[src/rtl/core/bdca_pkg.sv]
// Shared types and constants of the keypad debouncer.
`default_nettype none
package bdca_pkg;

    localparam int NBTN = 6;

    typedef logic [2:0] t_btn;

    localparam t_btn BTN_B1   = 3'd0;
    localparam t_btn BTN_B2   = 3'd1;
    localparam t_btn BTN_B3   = 3'd2;
    localparam t_btn BTN_B4   = 3'd3;
    localparam t_btn BTN_B5   = 3'd4;
    localparam t_btn BTN_LAST = 3'd5;

    localparam logic [2:0] ACT_NONE   = 3'd0;
    localparam logic [2:0] ACT_MODE   = 3'd3;
    localparam logic [2:0] ACT_COMBO1 = 3'd6;
    localparam logic [2:0] ACT_COMBO2 = 3'd7;

    localparam logic [2:0] CAUSE_NONE    = 3'd0;
    localparam logic [2:0] CAUSE_PRESS   = 3'd1;
    localparam logic [2:0] CAUSE_RELEASE = 3'd2;
    localparam logic [2:0] CAUSE_COMBO   = 3'd3;
    localparam logic [2:0] CAUSE_REPEAT  = 3'd4;

    localparam int ADDR_BITS = 5;

    localparam logic [2:0] REG_DEBOUNCE     = 3'd0;
    localparam logic [2:0] REG_FACE_DELAY   = 3'd1;
    localparam logic [2:0] REG_FACE_PERIOD  = 3'd2;
    localparam logic [2:0] REG_LEVEL_DELAY  = 3'd3;
    localparam logic [2:0] REG_LEVEL_PERIOD = 3'd4;

    localparam logic [15:0] RST_DEBOUNCE     = 16'd30;
    localparam logic [15:0] RST_FACE_DELAY   = 16'd500;
    localparam logic [15:0] RST_FACE_PERIOD  = 16'd150;
    localparam logic [15:0] RST_LEVEL_DELAY  = 16'd400;
    localparam logic [15:0] RST_LEVEL_PERIOD = 16'd100;

    localparam int QDEPTH    = 4;
    localparam int QPTR_BITS = 2;
    localparam int QCNT_BITS = 3;

    typedef struct packed {
        logic [15:0] debounce_ms;
        logic [15:0] face_delay;
        logic [15:0] face_period;
        logic [15:0] level_delay;
        logic [15:0] level_period;
    } t_cfg;

    typedef struct packed {
        logic [2:0] action;
        logic [2:0] cause;
        logic [5:0] held_mask;
        logic       last_of_tick;
    } t_res;

endpackage
`default_nettype wire

[src/rtl/core/bdca_tick_if.sv]
// Input channel: one tick beat with time and raw button levels.
`default_nettype none
interface bdca_tick_if;
    logic        valid;
    logic        ready;
    logic [31:0] now_ms;
    logic [5:0]  raw_levels;

    modport source(output valid, now_ms, raw_levels, input ready);
    modport sink(input valid, now_ms, raw_levels, output ready);
endinterface
`default_nettype wire

[src/rtl/core/bdca_res_if.sv]
// Output channel: one result beat per action, or one empty beat for a tick without any.
`default_nettype none
interface bdca_res_if;
    logic       valid;
    logic       ready;
    logic [2:0] action;
    logic [2:0] cause;
    logic [5:0] held_mask;
    logic       last_of_tick;

    modport source(output valid, action, cause, held_mask, last_of_tick, input ready);
    modport sink(input valid, action, cause, held_mask, last_of_tick, output ready);
endinterface
`default_nettype wire

[src/rtl/core/button_debounce_combo_autorepeat.sv]
// Top level: six-button debouncer with combo and auto-repeat, APB settings.
//
//   channel   dir  beat
//   i_tick    in   now_ms[31:0], raw_levels[5:0]
//   o_res     out  action[2:0], cause[2:0], held_mask[5:0], last_of_tick
//   apb       in   settings registers at byte address 4*index
//
// From acceptance until ready again, a tick walks the front through the six
// buttons three times (debounce, emit, repeat), the debounce and repeat walks
// sharing one pair of elapsed-time compares, then a flush state closes it.
// Pushes wait while the 4-entry result queue is full; the output register
// lets the consumer stall independently. Synchronous active-low reset:
// all buttons released, all stored button times zero, settings at their defaults.
`default_nettype none
module button_debounce_combo_autorepeat #(
    parameter int TIME_BITS = 32
) (
    input  wire                              i_clk,
    input  wire                              i_rst_n,
    bdca_tick_if.sink                        i_tick,
    bdca_res_if.source                       o_res,
    input  wire                              psel,
    input  wire                              penable,
    input  wire                              pwrite,
    input  wire  [bdca_pkg::ADDR_BITS-1:0]   paddr,
    input  wire  [31:0]                      pwdata,
    output logic [31:0]                      prdata,
    output logic                             pready
);
    import bdca_pkg::*;

    t_cfg       r_cfg, n_cfg;
    logic [2:0] w_reg_idx;
    logic       w_push_vld, w_push_rdy, w_pop_vld, w_pop_rdy, w_out_vld;
    t_res       w_push, w_pop, w_out;

    assign pready    = 1'b1;
    assign w_reg_idx = paddr[ADDR_BITS-1:2];

    always_comb begin
        n_cfg = r_cfg;
        if (psel && penable && pwrite) begin
            case (w_reg_idx)
                REG_DEBOUNCE:     n_cfg.debounce_ms  = pwdata[15:0];
                REG_FACE_DELAY:   n_cfg.face_delay   = pwdata[15:0];
                REG_FACE_PERIOD:  n_cfg.face_period  = pwdata[15:0];
                REG_LEVEL_DELAY:  n_cfg.level_delay  = pwdata[15:0];
                REG_LEVEL_PERIOD: n_cfg.level_period = pwdata[15:0];
                default: ;
            endcase
        end
    end

    always_comb begin
        case (w_reg_idx)
            REG_DEBOUNCE:     prdata = {16'd0, r_cfg.debounce_ms};
            REG_FACE_DELAY:   prdata = {16'd0, r_cfg.face_delay};
            REG_FACE_PERIOD:  prdata = {16'd0, r_cfg.face_period};
            REG_LEVEL_DELAY:  prdata = {16'd0, r_cfg.level_delay};
            REG_LEVEL_PERIOD: prdata = {16'd0, r_cfg.level_period};
            default:          prdata = '0;
        endcase
    end

    always_ff @(posedge i_clk) begin
        if (!i_rst_n) begin
            r_cfg.debounce_ms  <= RST_DEBOUNCE;
            r_cfg.face_delay   <= RST_FACE_DELAY;
            r_cfg.face_period  <= RST_FACE_PERIOD;
            r_cfg.level_delay  <= RST_LEVEL_DELAY;
            r_cfg.level_period <= RST_LEVEL_PERIOD;
        end else begin
            r_cfg <= n_cfg;
        end
    end

    bdca_front #(
        .TIME_BITS (TIME_BITS)
    ) u_front (
        .i_clk      (i_clk),
        .i_rst_n    (i_rst_n),
        .i_cfg      (r_cfg),
        .i_tick_vld (i_tick.valid),
        .o_tick_rdy (i_tick.ready),
        .i_now_ms   (i_tick.now_ms),
        .i_raw      (i_tick.raw_levels),
        .o_push_vld (w_push_vld),
        .i_push_rdy (w_push_rdy),
        .o_push     (w_push)
    );

    bdca_fifo u_fifo (
        .i_clk      (i_clk),
        .i_rst_n    (i_rst_n),
        .i_push_vld (w_push_vld),
        .o_push_rdy (w_push_rdy),
        .i_push     (w_push),
        .o_pop_vld  (w_pop_vld),
        .i_pop_rdy  (w_pop_rdy),
        .o_pop      (w_pop)
    );

    bdca_back u_back (
        .i_clk     (i_clk),
        .i_rst_n   (i_rst_n),
        .i_pop_vld (w_pop_vld),
        .o_pop_rdy (w_pop_rdy),
        .i_pop     (w_pop),
        .o_out_vld (w_out_vld),
        .i_out_rdy (o_res.ready),
        .o_out     (w_out)
    );

    assign o_res.valid        = w_out_vld;
    assign o_res.action       = w_out.action;
    assign o_res.cause        = w_out.cause;
    assign o_res.held_mask    = w_out.held_mask;
    assign o_res.last_of_tick = w_out.last_of_tick;

    // a tick keeps the front busy: ready drops once a tick is accepted
    a_tick_busy: assert property (@(posedge i_clk) disable iff (!i_rst_n)
        i_rst_n && i_tick.valid && i_tick.ready |=> !i_tick.ready)
        else $error("front ready right after accepting a tick");

    a_quiet_beat: assert property (@(posedge i_clk) disable iff (!i_rst_n)
        o_res.valid && o_res.cause == CAUSE_NONE |->
            o_res.action == ACT_NONE && o_res.last_of_tick)
        else $error("empty result not a lone last beat");

    a_repeat_held: assert property (@(posedge i_clk) disable iff (!i_rst_n)
        o_res.valid && o_res.cause == CAUSE_REPEAT |->
            o_res.held_mask[o_res.action - 3'd1])
        else $error("repeat of a button that is not held");

endmodule
`default_nettype wire

[src/rtl/core/bdca_front.sv]
// Front sequencer: debounces buttons, classifies edges and repeats, pushes results.
`default_nettype none
module bdca_front #(
    parameter int TIME_BITS = 32
) (
    input  wire                 i_clk,
    input  wire                 i_rst_n,
    input  bdca_pkg::t_cfg      i_cfg,
    input  wire                 i_tick_vld,
    output logic                o_tick_rdy,
    input  wire  [31:0]         i_now_ms,
    input  wire  [5:0]          i_raw,
    output logic                o_push_vld,
    input  wire                 i_push_rdy,
    output bdca_pkg::t_res      o_push
);
    import bdca_pkg::*;

    typedef enum logic [4:0] {
        S_IDLE  = 5'b00001,
        S_DEB   = 5'b00010,
        S_EMIT  = 5'b00100,
        S_RPT   = 5'b01000,
        S_FLUSH = 5'b10000
    } t_state;

    typedef logic [TIME_BITS-1:0] t_time;

    t_state     r_state, n_state;
    t_btn       r_step, n_step;
    t_time      r_now, n_now;
    logic [5:0] r_raw, n_raw;
    logic [5:0] r_raw_seen, n_raw_seen;
    logic [5:0] r_held, n_held;
    logic [5:0] r_cons, n_cons;
    t_time      r_chg [NBTN];
    t_time      n_chg [NBTN];
    t_time      r_prs [NBTN];
    t_time      n_prs [NBTN];
    t_time      r_rpt [NBTN];
    t_time      n_rpt [NBTN];
    logic [5:0] r_ev_vld, n_ev_vld;
    logic [2:0] r_ev_act [NBTN];
    logic [2:0] n_ev_act [NBTN];
    logic [2:0] r_ev_cause [NBTN];
    logic [2:0] n_ev_cause [NBTN];
    logic       r_pend_vld, n_pend_vld;
    logic [2:0] r_pend_act, n_pend_act;
    logic [2:0] r_pend_cause, n_pend_cause;

    logic       w_r, w_chg, w_face, w_level;
    t_time      w_then_a, w_thr_a, w_thr_b;
    logic       w_pass_a, w_pass_b;
    logic       w_flip, w_combo, w_press, w_mode;
    logic [2:0] w_dact, w_dcause;
    logic       w_rpt_ev, w_ev, w_stall;
    logic [2:0] w_ev_act, w_ev_cause;

    assign w_r     = r_raw[r_step];
    assign w_chg   = w_r != r_raw_seen[r_step];
    assign w_face  = (r_step == BTN_B1) || (r_step == BTN_B2);
    assign w_level = (r_step == BTN_B4) || (r_step == BTN_B5);

    // shared pair of wrapped elapsed-time compares
    assign w_then_a = (r_state == S_DEB) ? (w_chg ? r_now : r_chg[r_step]) : r_prs[r_step];
    assign w_thr_a  = (r_state == S_DEB) ? TIME_BITS'(i_cfg.debounce_ms)
                    : w_face ? TIME_BITS'(i_cfg.face_delay) : TIME_BITS'(i_cfg.level_delay);
    assign w_thr_b  = w_face ? TIME_BITS'(i_cfg.face_period) : TIME_BITS'(i_cfg.level_period);
    assign w_pass_a = t_time'(r_now - w_then_a) >= w_thr_a;
    assign w_pass_b = t_time'(r_now - r_rpt[r_step]) >= w_thr_b;

    assign w_flip   = w_pass_a && (w_r != r_held[r_step]);
    assign w_combo  = w_flip && w_r && w_face && r_held[BTN_B3];
    assign w_press  = w_flip && w_r && !w_combo && (w_face || w_level);
    assign w_mode   = w_flip && !w_r && (r_step == BTN_B3) && !r_cons[BTN_B3];
    assign w_dact   = w_combo ? ((r_step == BTN_B1) ? ACT_COMBO1 : ACT_COMBO2)
                    : w_mode ? ACT_MODE : r_step + 3'd1;
    assign w_dcause = w_combo ? CAUSE_COMBO : w_mode ? CAUSE_RELEASE : CAUSE_PRESS;

    assign w_rpt_ev = r_held[r_step] && !r_cons[r_step] && (w_face || w_level)
                   && !(w_face && r_held[BTN_B3]) && w_pass_a && w_pass_b;

    assign w_ev       = (r_state == S_EMIT) ? r_ev_vld[r_step]
                      : (r_state == S_RPT) ? w_rpt_ev : 1'b0;
    assign w_ev_act   = (r_state == S_EMIT) ? r_ev_act[r_step] : r_step + 3'd1;
    assign w_ev_cause = (r_state == S_EMIT) ? r_ev_cause[r_step] : CAUSE_REPEAT;

    // a new event pushes the previous one, which is then known not to be last
    assign w_stall = w_ev && r_pend_vld && !i_push_rdy;

    assign o_tick_rdy = r_state == S_IDLE;
    assign o_push_vld = (r_state == S_FLUSH) || (w_ev && r_pend_vld);

    always_comb begin
        o_push.held_mask = r_held;
        if (r_state == S_FLUSH) begin
            o_push.action       = r_pend_vld ? r_pend_act : ACT_NONE;
            o_push.cause        = r_pend_vld ? r_pend_cause : CAUSE_NONE;
            o_push.last_of_tick = 1'b1;
        end else begin
            o_push.action       = r_pend_act;
            o_push.cause        = r_pend_cause;
            o_push.last_of_tick = 1'b0;
        end
    end

    always_comb begin
        n_state      = r_state;
        n_step       = r_step;
        n_now        = r_now;
        n_raw        = r_raw;
        n_raw_seen   = r_raw_seen;
        n_held       = r_held;
        n_cons       = r_cons;
        n_chg        = r_chg;
        n_prs        = r_prs;
        n_rpt        = r_rpt;
        n_ev_vld     = r_ev_vld;
        n_ev_act     = r_ev_act;
        n_ev_cause   = r_ev_cause;
        n_pend_vld   = r_pend_vld;
        n_pend_act   = r_pend_act;
        n_pend_cause = r_pend_cause;
        case (r_state)
            S_IDLE: begin
                if (i_tick_vld) begin
                    n_now   = TIME_BITS'(i_now_ms);
                    n_raw   = i_raw;
                    n_step  = '0;
                    n_state = S_DEB;
                end
            end
            S_DEB: begin
                n_raw_seen[r_step] = w_r;
                if (w_chg) begin
                    n_chg[r_step] = r_now;
                end
                if (w_flip) begin
                    n_held[r_step] = w_r;
                    n_cons[r_step] = 1'b0;
                    if (w_r) begin
                        n_prs[r_step] = r_now;
                        n_rpt[r_step] = r_now;
                    end
                    if (w_combo) begin
                        n_cons[r_step] = 1'b1;
                        n_cons[BTN_B3] = 1'b1;
                    end
                end
                n_ev_vld[r_step]   = w_combo || w_press || w_mode;
                n_ev_act[r_step]   = w_dact;
                n_ev_cause[r_step] = w_dcause;
                if (r_step == BTN_LAST) begin
                    n_step  = '0;
                    n_state = S_EMIT;
                end else begin
                    n_step = r_step + 3'd1;
                end
            end
            S_EMIT, S_RPT: begin
                if (!w_stall) begin
                    if (w_ev) begin
                        n_pend_vld   = 1'b1;
                        n_pend_act   = w_ev_act;
                        n_pend_cause = w_ev_cause;
                        if (r_state == S_RPT) begin
                            n_rpt[r_step] = r_now;
                        end
                    end
                    if (r_step == BTN_LAST) begin
                        n_step  = '0;
                        n_state = (r_state == S_EMIT) ? S_RPT : S_FLUSH;
                    end else begin
                        n_step = r_step + 3'd1;
                    end
                end
            end
            S_FLUSH: begin
                if (i_push_rdy) begin
                    n_pend_vld = 1'b0;
                    n_state    = S_IDLE;
                end
            end
            default: begin
                n_state = S_IDLE;
            end
        endcase
    end

    always_ff @(posedge i_clk) begin
        if (!i_rst_n) begin
            r_state    <= S_IDLE;
            r_step     <= '0;
            r_raw_seen <= '0;
            r_held     <= '0;
            r_cons     <= '0;
            r_ev_vld   <= '0;
            r_pend_vld <= 1'b0;
            for (int i = 0; i < NBTN; i++) begin
                r_chg[i] <= '0;
                r_prs[i] <= '0;
                r_rpt[i] <= '0;
            end
        end else begin
            r_state    <= n_state;
            r_step     <= n_step;
            r_raw_seen <= n_raw_seen;
            r_held     <= n_held;
            r_cons     <= n_cons;
            r_ev_vld   <= n_ev_vld;
            r_pend_vld <= n_pend_vld;
            r_chg      <= n_chg;
            r_prs      <= n_prs;
            r_rpt      <= n_rpt;
        end
    end

    always_ff @(posedge i_clk) begin
        r_now        <= n_now;
        r_raw        <= n_raw;
        r_ev_act     <= n_ev_act;
        r_ev_cause   <= n_ev_cause;
        r_pend_act   <= n_pend_act;
        r_pend_cause <= n_pend_cause;
    end

endmodule
`default_nettype wire

[src/rtl/core/bdca_fifo.sv]
// Result queue between the front sequencer and the output stage.
`default_nettype none
module bdca_fifo (
    input  wire             i_clk,
    input  wire             i_rst_n,
    input  wire             i_push_vld,
    output logic            o_push_rdy,
    input  bdca_pkg::t_res  i_push,
    output logic            o_pop_vld,
    input  wire             i_pop_rdy,
    output bdca_pkg::t_res  o_pop
);
    import bdca_pkg::*;

    t_res                 r_mem [QDEPTH];
    logic [QPTR_BITS-1:0] r_wptr, n_wptr;
    logic [QPTR_BITS-1:0] r_rptr, n_rptr;
    logic [QCNT_BITS-1:0] r_cnt, n_cnt;
    logic                 w_push, w_pop;

    assign o_push_rdy = r_cnt != QCNT_BITS'(QDEPTH);
    assign o_pop_vld  = r_cnt != '0;
    assign o_pop      = r_mem[r_rptr];
    assign w_push     = i_push_vld && o_push_rdy;
    assign w_pop      = o_pop_vld && i_pop_rdy;

    always_comb begin
        n_wptr = w_push ? r_wptr + 1'b1 : r_wptr;
        n_rptr = w_pop ? r_rptr + 1'b1 : r_rptr;
        n_cnt  = r_cnt;
        if (w_push && !w_pop) begin
            n_cnt = r_cnt + 1'b1;
        end else if (w_pop && !w_push) begin
            n_cnt = r_cnt - 1'b1;
        end
    end

    always_ff @(posedge i_clk) begin
        if (!i_rst_n) begin
            r_wptr <= '0;
            r_rptr <= '0;
            r_cnt  <= '0;
        end else begin
            r_wptr <= n_wptr;
            r_rptr <= n_rptr;
            r_cnt  <= n_cnt;
        end
    end

    always_ff @(posedge i_clk) begin
        if (w_push) begin
            r_mem[r_wptr] <= i_push;
        end
    end

endmodule
`default_nettype wire

[src/rtl/core/bdca_back.sv]
// Output stage: registers one result beat toward the consumer.
`default_nettype none
module bdca_back (
    input  wire             i_clk,
    input  wire             i_rst_n,
    input  wire             i_pop_vld,
    output logic            o_pop_rdy,
    input  bdca_pkg::t_res  i_pop,
    output logic            o_out_vld,
    input  wire             i_out_rdy,
    output bdca_pkg::t_res  o_out
);
    import bdca_pkg::*;

    logic r_vld, n_vld;
    t_res r_res, n_res;

    assign o_pop_rdy = !r_vld || i_out_rdy;
    assign o_out_vld = r_vld;
    assign o_out     = r_res;

    always_comb begin
        n_vld = r_vld;
        n_res = r_res;
        if (o_pop_rdy) begin
            n_vld = i_pop_vld;
            if (i_pop_vld) begin
                n_res = i_pop;
            end
        end
    end

    always_ff @(posedge i_clk) begin
        if (!i_rst_n) begin
            r_vld <= 1'b0;
        end else begin
            r_vld <= n_vld;
        end
    end

    always_ff @(posedge i_clk) begin
        r_res <= n_res;
    end

endmodule
`default_nettype wire

[src/flat_wrapper.sv]
// flat-port wrapper written by rule: the top's interface ports become plain ports
module button_debounce_combo_autorepeat_flat import bdca_pkg::*;
#(
    parameter int TIME_BITS = 32
)
  (i_clk, i_rst_n, psel, penable, pwrite, paddr, pwdata, prdata, pready, i_tick_valid, i_tick_now_ms, i_tick_raw_levels, i_tick_ready, o_res_valid, o_res_action, o_res_cause, o_res_held_mask, o_res_last_of_tick, o_res_ready);
  bdca_tick_if i_tick_i ();
  bdca_res_if o_res_i ();
  input  wire i_clk;
  input  wire i_rst_n;
  input  wire psel;
  input  wire penable;
  input  wire pwrite;
  input  wire  [bdca_pkg::ADDR_BITS-1:0] paddr;
  input  wire  [31:0] pwdata;
  output logic [31:0] prdata;
  output logic pready;
  input wire logic [$bits(i_tick_i.valid)-1:0] i_tick_valid;
  input wire logic [$bits(i_tick_i.now_ms)-1:0] i_tick_now_ms;
  input wire logic [$bits(i_tick_i.raw_levels)-1:0] i_tick_raw_levels;
  output wire logic [$bits(i_tick_i.ready)-1:0] i_tick_ready;
  output wire logic [$bits(o_res_i.valid)-1:0] o_res_valid;
  output wire logic [$bits(o_res_i.action)-1:0] o_res_action;
  output wire logic [$bits(o_res_i.cause)-1:0] o_res_cause;
  output wire logic [$bits(o_res_i.held_mask)-1:0] o_res_held_mask;
  output wire logic [$bits(o_res_i.last_of_tick)-1:0] o_res_last_of_tick;
  input wire logic [$bits(o_res_i.ready)-1:0] o_res_ready;
  assign i_tick_i.valid = i_tick_valid;
  assign i_tick_i.now_ms = i_tick_now_ms;
  assign i_tick_i.raw_levels = i_tick_raw_levels;
  assign i_tick_ready = i_tick_i.ready;
  assign o_res_valid = o_res_i.valid;
  assign o_res_action = o_res_i.action;
  assign o_res_cause = o_res_i.cause;
  assign o_res_held_mask = o_res_i.held_mask;
  assign o_res_last_of_tick = o_res_i.last_of_tick;
  assign o_res_i.ready = o_res_ready;
  button_debounce_combo_autorepeat #(.TIME_BITS(TIME_BITS)) u_core (.i_clk(i_clk), .i_rst_n(i_rst_n), .i_tick(i_tick_i), .o_res(o_res_i), .psel(psel), .penable(penable), .pwrite(pwrite), .paddr(paddr), .pwdata(pwdata), .prdata(prdata), .pready(pready));
endmodule
[config.mk]
export PLATFORM = sky130hd
export DESIGN_NAME = button_debounce_combo_autorepeat_flat
export DESIGN_NICKNAME = d
export VERILOG_FILES = /design/src/rtl/core/bdca_pkg.sv /design/src/rtl/core/bdca_tick_if.sv /design/src/rtl/core/bdca_res_if.sv /design/src/rtl/core/button_debounce_combo_autorepeat.sv /design/src/rtl/core/bdca_front.sv /design/src/rtl/core/bdca_fifo.sv /design/src/rtl/core/bdca_back.sv /design/src/flat_wrapper.sv
export SDC_FILE = /design/constraint.sdc
export NUM_CORES = 2
export LEC_CHECK = 0
export ABC_AREA = 1
export BUFFER_PORTS_ARGS = -buffer_cell sky130_fd_sc_hd__buf_4
export CAP_MARGIN = 5
export CORE_UTILIZATION = 60
export CTS_CLUSTER_DIAMETER = 60
export CTS_CLUSTER_SIZE = 40
export DETAILED_ROUTE_END_ITERATION = 7
export HOLD_SLACK_MARGIN = 0.15
export PLACE_DENSITY = 0.8
export RECOVER_POWER = 25
export SLEW_MARGIN = 20
export SYNTH_ARGS = -nofsm -noshare
export SYNTH_HDL_FRONTEND = slang
export SYNTH_SLANG_ARGS = --single-unit
[constraint.sdc]
create_clock -name i_clk -period 7.4 [get_ports i_clk]
set_input_delay 1.48 -clock i_clk [delete_from_list [all_inputs] [get_ports i_clk]]
set_output_delay 1.48 -clock i_clk [all_outputs]
set_load 0.05 [all_outputs]
# Word-level counts from Yosys, hierarchy flattened
# Memories as Yosys holds them, arrays and structs flattened. A register that Yosys moved wholly into a read port is not among the register bits.
# Cells that the tools add are included.
# totals
output_inout_bits	48
ram_bits	52
reg_bits	777
mem_bits_ro	0
latch_bits	0
wordCells	242
input_bits	82
n_memories	1
# op_classes
n_reduce_logical	64
n_mux	83
n_shift	0
n_addsub	7
mul	0
n_lt_le_gt_ge	6
div	0
eq_ne	26
n_bitwise	5
# mem_list
name	words	width	rd	rd_ports_with_merged_regs	wr	line	source
u_core.u_fifo.r_mem	4	13	1	1	1	bdca_fifo.sv:15	t_res r_mem [QDEPTH];
# ops
operator	n
192-bit 2-to-1 mux	5
192-bit bitwise mux	3
192-bit one-hot mux with 2 select lines	1
32-bit binary-select mux with 3-bit select	3
32-bit 2-to-1 mux	9
32-bit demux with 3-bit select	1
16-bit one-hot mux with 5 select lines	1
32-bit by 16-bit >= comparator with 1-bit output	2
32-bit subtractor	2
16-bit 2-to-1 mux	3
3-bit 2-to-1 mux	15
18-bit bitwise mux	2
5-bit 2-to-1 mux	6
1-bit logical AND	25
5-bit one-hot mux with 4 select lines	1
3-bit binary-select mux with 3-bit select	2
6-bit bitwise mux	3
2-bit AND reduction	9
2-bit != test, second input constant	8
1-bit binary-select mux with 3-bit select	5
1-bit 2-to-1 mux	15
3-bit by 2-bit equality test with 1-bit output, second input constant	4
6-bit 2-to-1 mux	2
3-bit demux with 3-bit select	1
36 further kinds	63

# Depth between registers and ports, before layout
# depth
ltp_word	19
mapped_depth	51
depth_no_buf	48

# Modules after synthesis
# Synthesis repeated with hierarchy kept, for this count alone.
# hier_totals
hier_cells	5753
hier_area_um2	41644.9
# modules_own_cells
module	seq_area_each_um2	n_inst	cells_per_inst	area_per_inst_um2
bdca_front	14413.8	1	4899	34685.8
button_debounce_combo_autorepeat	1601.5	1	640	4051.4
bdca_fifo	1741.7	1	194	2466.1
bdca_back	410.4	1	20	441.7

# Worst setup path before layout
# Ideal clock, no wire load.
# synth_timing
kind	register -> register
start	register u_core.u_front.r_step[1]
end	memory u_core.u_fifo.r_mem[0][0] (netlist name), enable pin
setup_slack_ns	1.378
setup_time_ns	0.382
period_less_slack_ns	6.022
path_buffers	3
stages_incl_launch_ff	41
required_ns	7.018
t_arrival_ns	5.640
path_cell_list	dfxtp_1 > buf_4 > nor2_1 > nand3_1 > nand2_1 > nor2_2 > nand2_4 > nand2_1 > nand2_1 > inv_2 > clkbuf_1 > clkbuf_1 > nor4_1 > o22ai_1 > inv_1 > ha_1 > fa_1 > nor2_1 > [5 not listed] > o21a_1 > nand2_1 > nand2_1 > nand2_1 > nand2_1 > nand2_1 > nor2_1 > nand3_1 > nor2_1 > nand3_1 > nor2_1 > nand3_1 > nand2_1 > nand2_2 > nand2_1 > a21oi_1 > inv_1 > nor2_1
# synth_between
elab_chain_cells	17
elab_cells_between_ends	52
cone_classes	add/sub: 2; order compare: 2; eq/ne: 4; mux: 28; bitwise: 1; reduce/logical: 15
# synth_lines
element	line	source
start: declaration	bdca_front.sv:30	t_btn r_step, n_step;
start signal: assignment	bdca_front.sv:206	r_step <= n_step;
3-bit inverter with 4-bit output (not written as such)	bdca_front.sv:65, bdca_front.sv:70	
32-bit binary-select mux with 3-bit select	bdca_front.sv:65	assign w_then_a = (r_state == S_DEB) ? (w_chg ? r_now : r_chg[r_step]) : r_prs[r_step];
32-bit 2-to-1 mux (not written as such) (2 in series)	bdca_front.sv:65	
32-bit 2-to-1 mux (2 in series)	bdca_front.sv:65	
32-bit subtractor	bdca_front.sv:69	assign w_pass_a = t_time'(r_now - w_then_a) >= w_thr_a;
32-bit by 16-bit >= comparator with 1-bit output	bdca_front.sv:69	
1-bit logical AND (2 in series)	bdca_front.sv:81	&& !(w_face && r_held[BTN_B3]) && w_pass_a && w_pass_b;
1-bit 2-to-1 mux	bdca_front.sv:84	: (r_state == S_RPT) ? w_rpt_ev : 1'b0;
1-bit 2-to-1 mux *	bdca_front.sv:83	assign w_ev = (r_state == S_EMIT) ? r_ev_vld[r_step]
1-bit logical AND *	bdca_front.sv:92	assign o_push_vld = (r_state == S_FLUSH) || (w_ev && r_pend_vld);
1-bit logical OR *	bdca_front.sv:92	
1-bit logical AND *	bdca_fifo.sv:24	assign w_push = i_push_vld && o_push_rdy;
named net u_core.u_fifo.w_push	bdca_fifo.sv:19	logic w_push, w_pop;
1-bit 2-to-1 mux *	bdca_fifo.sv:51	if (w_push) begin
1-bit 2-to-1 mux (not written as such) *	bdca_fifo.sv:52	r_mem[r_wptr] <= i_push;
end: declaration	bdca_fifo.sv:15	
# The timed path passes the listed nets; every way through them passes the cells marked *. The select of a mux whose other input is x is not followed.

# Worst setup path after layout
# layout_timing
start	register u_core.u_front.r_step[1]
end	register u_core.u_front.r_rpt[86] (netlist name)
# layout_between
elab_chain_cells	16
elab_cells_between_ends	68
cone_classes	add/sub: 2; order compare: 4; eq/ne: 9; mux: 35; bitwise: 1; reduce/logical: 17
# layout_lines
element	line	source
3-bit inverter with 4-bit output (not written as such)	--	
32-bit binary-select mux with 3-bit select	bdca_front.sv:65	
32-bit 2-to-1 mux (not written as such) (2 in series)	bdca_front.sv:65	
32-bit 2-to-1 mux (2 in series)	bdca_front.sv:65	
32-bit subtractor	bdca_front.sv:69	
32-bit by 16-bit >= comparator with 1-bit output	bdca_front.sv:69	
1-bit logical AND (2 in series)	bdca_front.sv:81	
1-bit 2-to-1 mux	bdca_front.sv:84	
1-bit 2-to-1 mux	bdca_front.sv:83	
1-bit logical AND (2 in series)	bdca_front.sv:89	assign w_stall = w_ev && r_pend_vld && !i_push_rdy;
2-bit != test (no line)	--	
6-bit AND reduction (no line)	--	
end signal: assignment	bdca_front.sv:214	r_rpt <= n_rpt;
end: declaration	bdca_front.sv:40	t_time r_rpt [NBTN];
# Several ways; a longest one is shown, not always the timed one. The select of a mux whose other input is x is not followed.
# A chain may end at the register's enable or synchronous reset.

==> results_dict.tcl <==
set metrics [dict create \
    status "finished, violations left" \
    violations "capacitance limit, slew limit" \
    floorplan.initialDensity_pct 60.6 \
    cts.sinks 835 \
    tns_ps 0 \
    first_iter_violations 4504 \
    critPathLaunchType "flip-flop" \
    overflow 0 \
    yosys_warnings 0 \
    rr_worst_depth 29 \
    power_density_mw_per_mm2 312 \
    end_kind "flip-flop" \
    netlist-cell-type-count 59 \
    nets 5669 \
    synthArstFlopShare_pct 0 \
    hp-class "reg2reg" \
    r2r_setup_slack_ps 290 \
    final-setup-viol-count 0 \
    cts_max_level 2 \
    synth_ff_type "dfxtp_1" \
    period_share_pct 96.1 \
    grt.met1_usage_pct 49.0 \
    slew_headroom_pct -198 \
    layout-drive-gt1-share_pct 7.83 \
    die_height_um 262 \
    clockBufferDepth 3 \
    crit_required_ps 7980 \
    worst_pin_slew_ps 4470 \
    syn_avg_cell_area_um2 7.44 \
    hpwl_um 87100 \
    port_buffers 94 \
    met3_usage_pct 6.24 \
    grt_usage_pct 37.2 \
    startpoint "u_core.u_front.r_step[1]" \
    grt_pass1_wl_um 202000 \
    top_usage_layer "met2" \
    placeableCoreArea_mm2 0.0672 \
    critPathKind "reg2reg" \
    finalNonFillerCells 6404 \
    fmax_mhz 141 \
    drtAntennaViolNets 0 \
    fp-row-count 95 \
    hold_violations 0 \
    root_buffer "clkbuf_16" \
    ir_worst_vdd_uv 222 \
    routed_wl_um 132000 \
    syn_area_mm2 0.0407 \
    max_stage_delay_ps 1590 \
    insertion_delay_ps 690 \
    synth_top_cell_by_area "dfxtp_1" \
    ys_seq_area_share_pct 44.5 \
    num_vias 38592 \
    synth_area_leaders "dfxtp_1 34%, edfxtp_1 10%, inv_1 8.7%, nand2_1 7.0%, a21oi_1 6.0%" \
    synth.top_cell.area_share_pct 34.3 \
    io_pins 130 \
    routed_via_density 6.03 \
    path_clk_slew_ps 100 \
    critPathCapture "u_core.u_front.r_rpt[86]" \
    reg2reg_from "u_core.u_front.r_step[1]" \
    cts_tree "built" \
    timing.rr.end "u_core.u_front.r_rpt[86]" \
    power.leakage_nw 17.8 \
    rsz0062_at_grt "false" \
    slowest_stage "clkbuf_1" \
    syn2layout_area_growth_pct 11.1 \
    placed_cells 6298 \
    numCtsBuffers 54 \
    die_width_um 262 \
    cts_setup_buffers 0 \
    final.min_clock_period_ps 7110 \
    slew_violations 292 \
    antenna_found_initial 5 \
    gp_congestion 0.983 \
    met2_usage_pct 59.0 \
    dr.pass1.iters 6 \
    ys_ff_latch 835 \
    cp_max_fo 56 \
    cp_common_cell "nand2_1" \
    arrival_ps 7690 \
    grt_max_degree 109 \
    synthCells 5467 \
    finalClockSkew_ps 60.7 \
    wl_per_cell_um 20.6 \
    synth_edf_count 139 \
    cap_violations 7 \
    dieArea_mm2 0.0688 \
    drc_errors 0 \
    grt_pass1_vias 35423 \
    cts_hold_buf 0 \
]
==> logic make-up (layout without fill, tap and decap cells) <==
| kind of cell | Yosys count | in the layout | share of synthesized area [%] |
|---|---|---|---|
| xor+xnor | 34 | 34 | 0.732 |
| simple gates | 1691 | 1691 | 17.7 |
| compound gates | 1469 | 1469 | 20.8 |
| fa+ha+maj | 106 | 106 | 3.32 |
| buf+inv | 1317 | 1362 | 12.6 |
| flops | 835 | 835 | 44.5 |
| mux | 13 | 13 | 0.320 |
| other cells | 2 | 21 | 0.0185 |
==> metrics by stage <==
step           setup WS (ps)  hold slack [ps]  instance area, um2  power (mW)  util, %
4_1_cts                  349              451               45300        14.0     67.4
5_1_grt                 44.4              464               45200        14.7     67.3
3_5_place_dp             432              434               43200        10.5     64.3
2_1_floorplan           1380              418               40700        8.54        -
3_3_place_gp             449              429               43200        10.4     64.3
6_report                 290              450               45200        14.1     67.3
==> metal layers <==
layer | wire (um) | part of all wire, %
met5 | 31 | 0.024
met4 | 6920 | 5.3
met3 | 14200 | 11
met2 | 58600 | 45
met1 | 51900 | 39
==> worst min-delay path by stage <==
stage          slack (ps)                        from                         end  cells past startpoint
2_1_floorplan         420                   flip-flop                   flip-flop                      2
3_3_place_gp          430  u_core.u_front.r_ev_vld[5]  u_core.u_front.r_ev_vld[5]                      2
3_5_place_dp          430                   flip-flop                   flip-flop                      2
4_1_cts               450                   flip-flop                   flip-flop                      2
5_1_grt               460     u_core.u_front.r_chg[0]     u_core.u_front.r_chg[0]                      2
6_report              450     u_core.u_front.r_prs[0]     u_core.u_front.r_prs[0]                      2
==> final cells by class <==
class | instances | area (um2)
well taps | 873 | 1090
inverters | 959 | 3600
fillers | 5696 | 22000
repair buffers | 301 | 2650
clock buffers | 57 | 1380
flip-flops and latches | 835 | 18100
diodes | 4 | 10.0
clock inverters | 45 | 709
multi-input cells | 3330 | 17600
==> cells in the final DEF (no fill, tap or decap), drive strengths merged, types with 9 or more instances in the layout <==
master | Yosys | routed
xnor2 | 9 | 9
clkinv | 2 | 16
xor2 | 25 | 25
o22ai | 276 | 276
mux2i | 13 | 13
a221oi | 91 | 91
a211oi | 47 | 47
nor4 | 28 | 28
clkbuf | 239 | 120
o41ai | 16 | 16
nor3 | 70 | 70
nor2 | 524 | 524
nand3 | 127 | 127
edfxtp | 139 | 139
a21oi | 490 | 490
nand4 | 160 | 160
ha | 103 | 103
o211ai | 25 | 25
buf | 119 | 238
nand2 | 767 | 767
o21ai | 472 | 472
dfxtp | 696 | 696
inv | 957 | 984
conb | 2 | 17
==> power by group <==
group / internal, mW / switching (mW)
Clock: 1.56 / 2.00
Sequential: 4.91 / 0.262
Combinational: 1.61 / 3.75
Total: 8.07 / 6.01
==> timing repair <==
action                     in CTS  in global routing
resized for setup               0                 11
hold endpoints to repair        0                  0
setup endpoints to repair       0                114
==> registers in the layout, indices dropped and copies added, names as in the netlist, 2 cells and up, named ones only <==
signal,cells
u_core.u_fifo.r_mem,52
u_core.u_front.r_state,5
u_core.u_front.r_prs,192
u_core.u_back.o_out,13
u_core.u_front.r_now,32
u_core.u_front.r_held,6
u_core.u_fifo.r_cnt,3
u_core.u_front.r_ev_cause,12
u_core.r_cfg,80
u_core.u_front.r_raw,6
u_core.u_front.r_chg,192
u_core.u_front.r_pend_act,3
u_core.u_front.r_rpt,192
u_core.u_front.r_pend_cause,3
u_core.u_front.r_step,3
u_core.u_front.r_ev_act,18
u_core.u_front.r_raw_seen,6
u_core.u_front.r_ev_vld,6
u_core.u_fifo.r_wptr,2
u_core.u_fifo.r_rptr,2
==> synthesized netlist by cell type, types with 5 or more instances <==
cell	instances
a211oi_1	47
a21o_1	5
a21oi_1	490
a221oi_1	90
a22o_1	5
a31oi_1	5
buf_1	40
buf_2	48
buf_4	30
clkbuf_1	239
dfxtp_1	696
edfxtp_1	139
ha_1	103
inv_1	941
inv_2	15
mux2i_1	13
nand2_1	760
nand2_2	6
nand3_1	123
nand3b_1	8
nand4_1	160
nor2_1	519
nor3_1	69
nor4_1	28
o211ai_1	25
o21a_1	6
o21ai_0	470
o21bai_1	6
o22ai_1	276
o41ai_1	16
xnor2_1	9
xor2_1	25
==> critical path, delay by kind of cell, from the launching register on <==
kind,cells,cell delay (ps)
and+or+nand+nor,15,2440
AOI/OAI and AO/OA,5,690
buffers and inverters,8,3000
adders and majority gates,1,370
DFF,1,440
(Power assumes the default switching activity.)
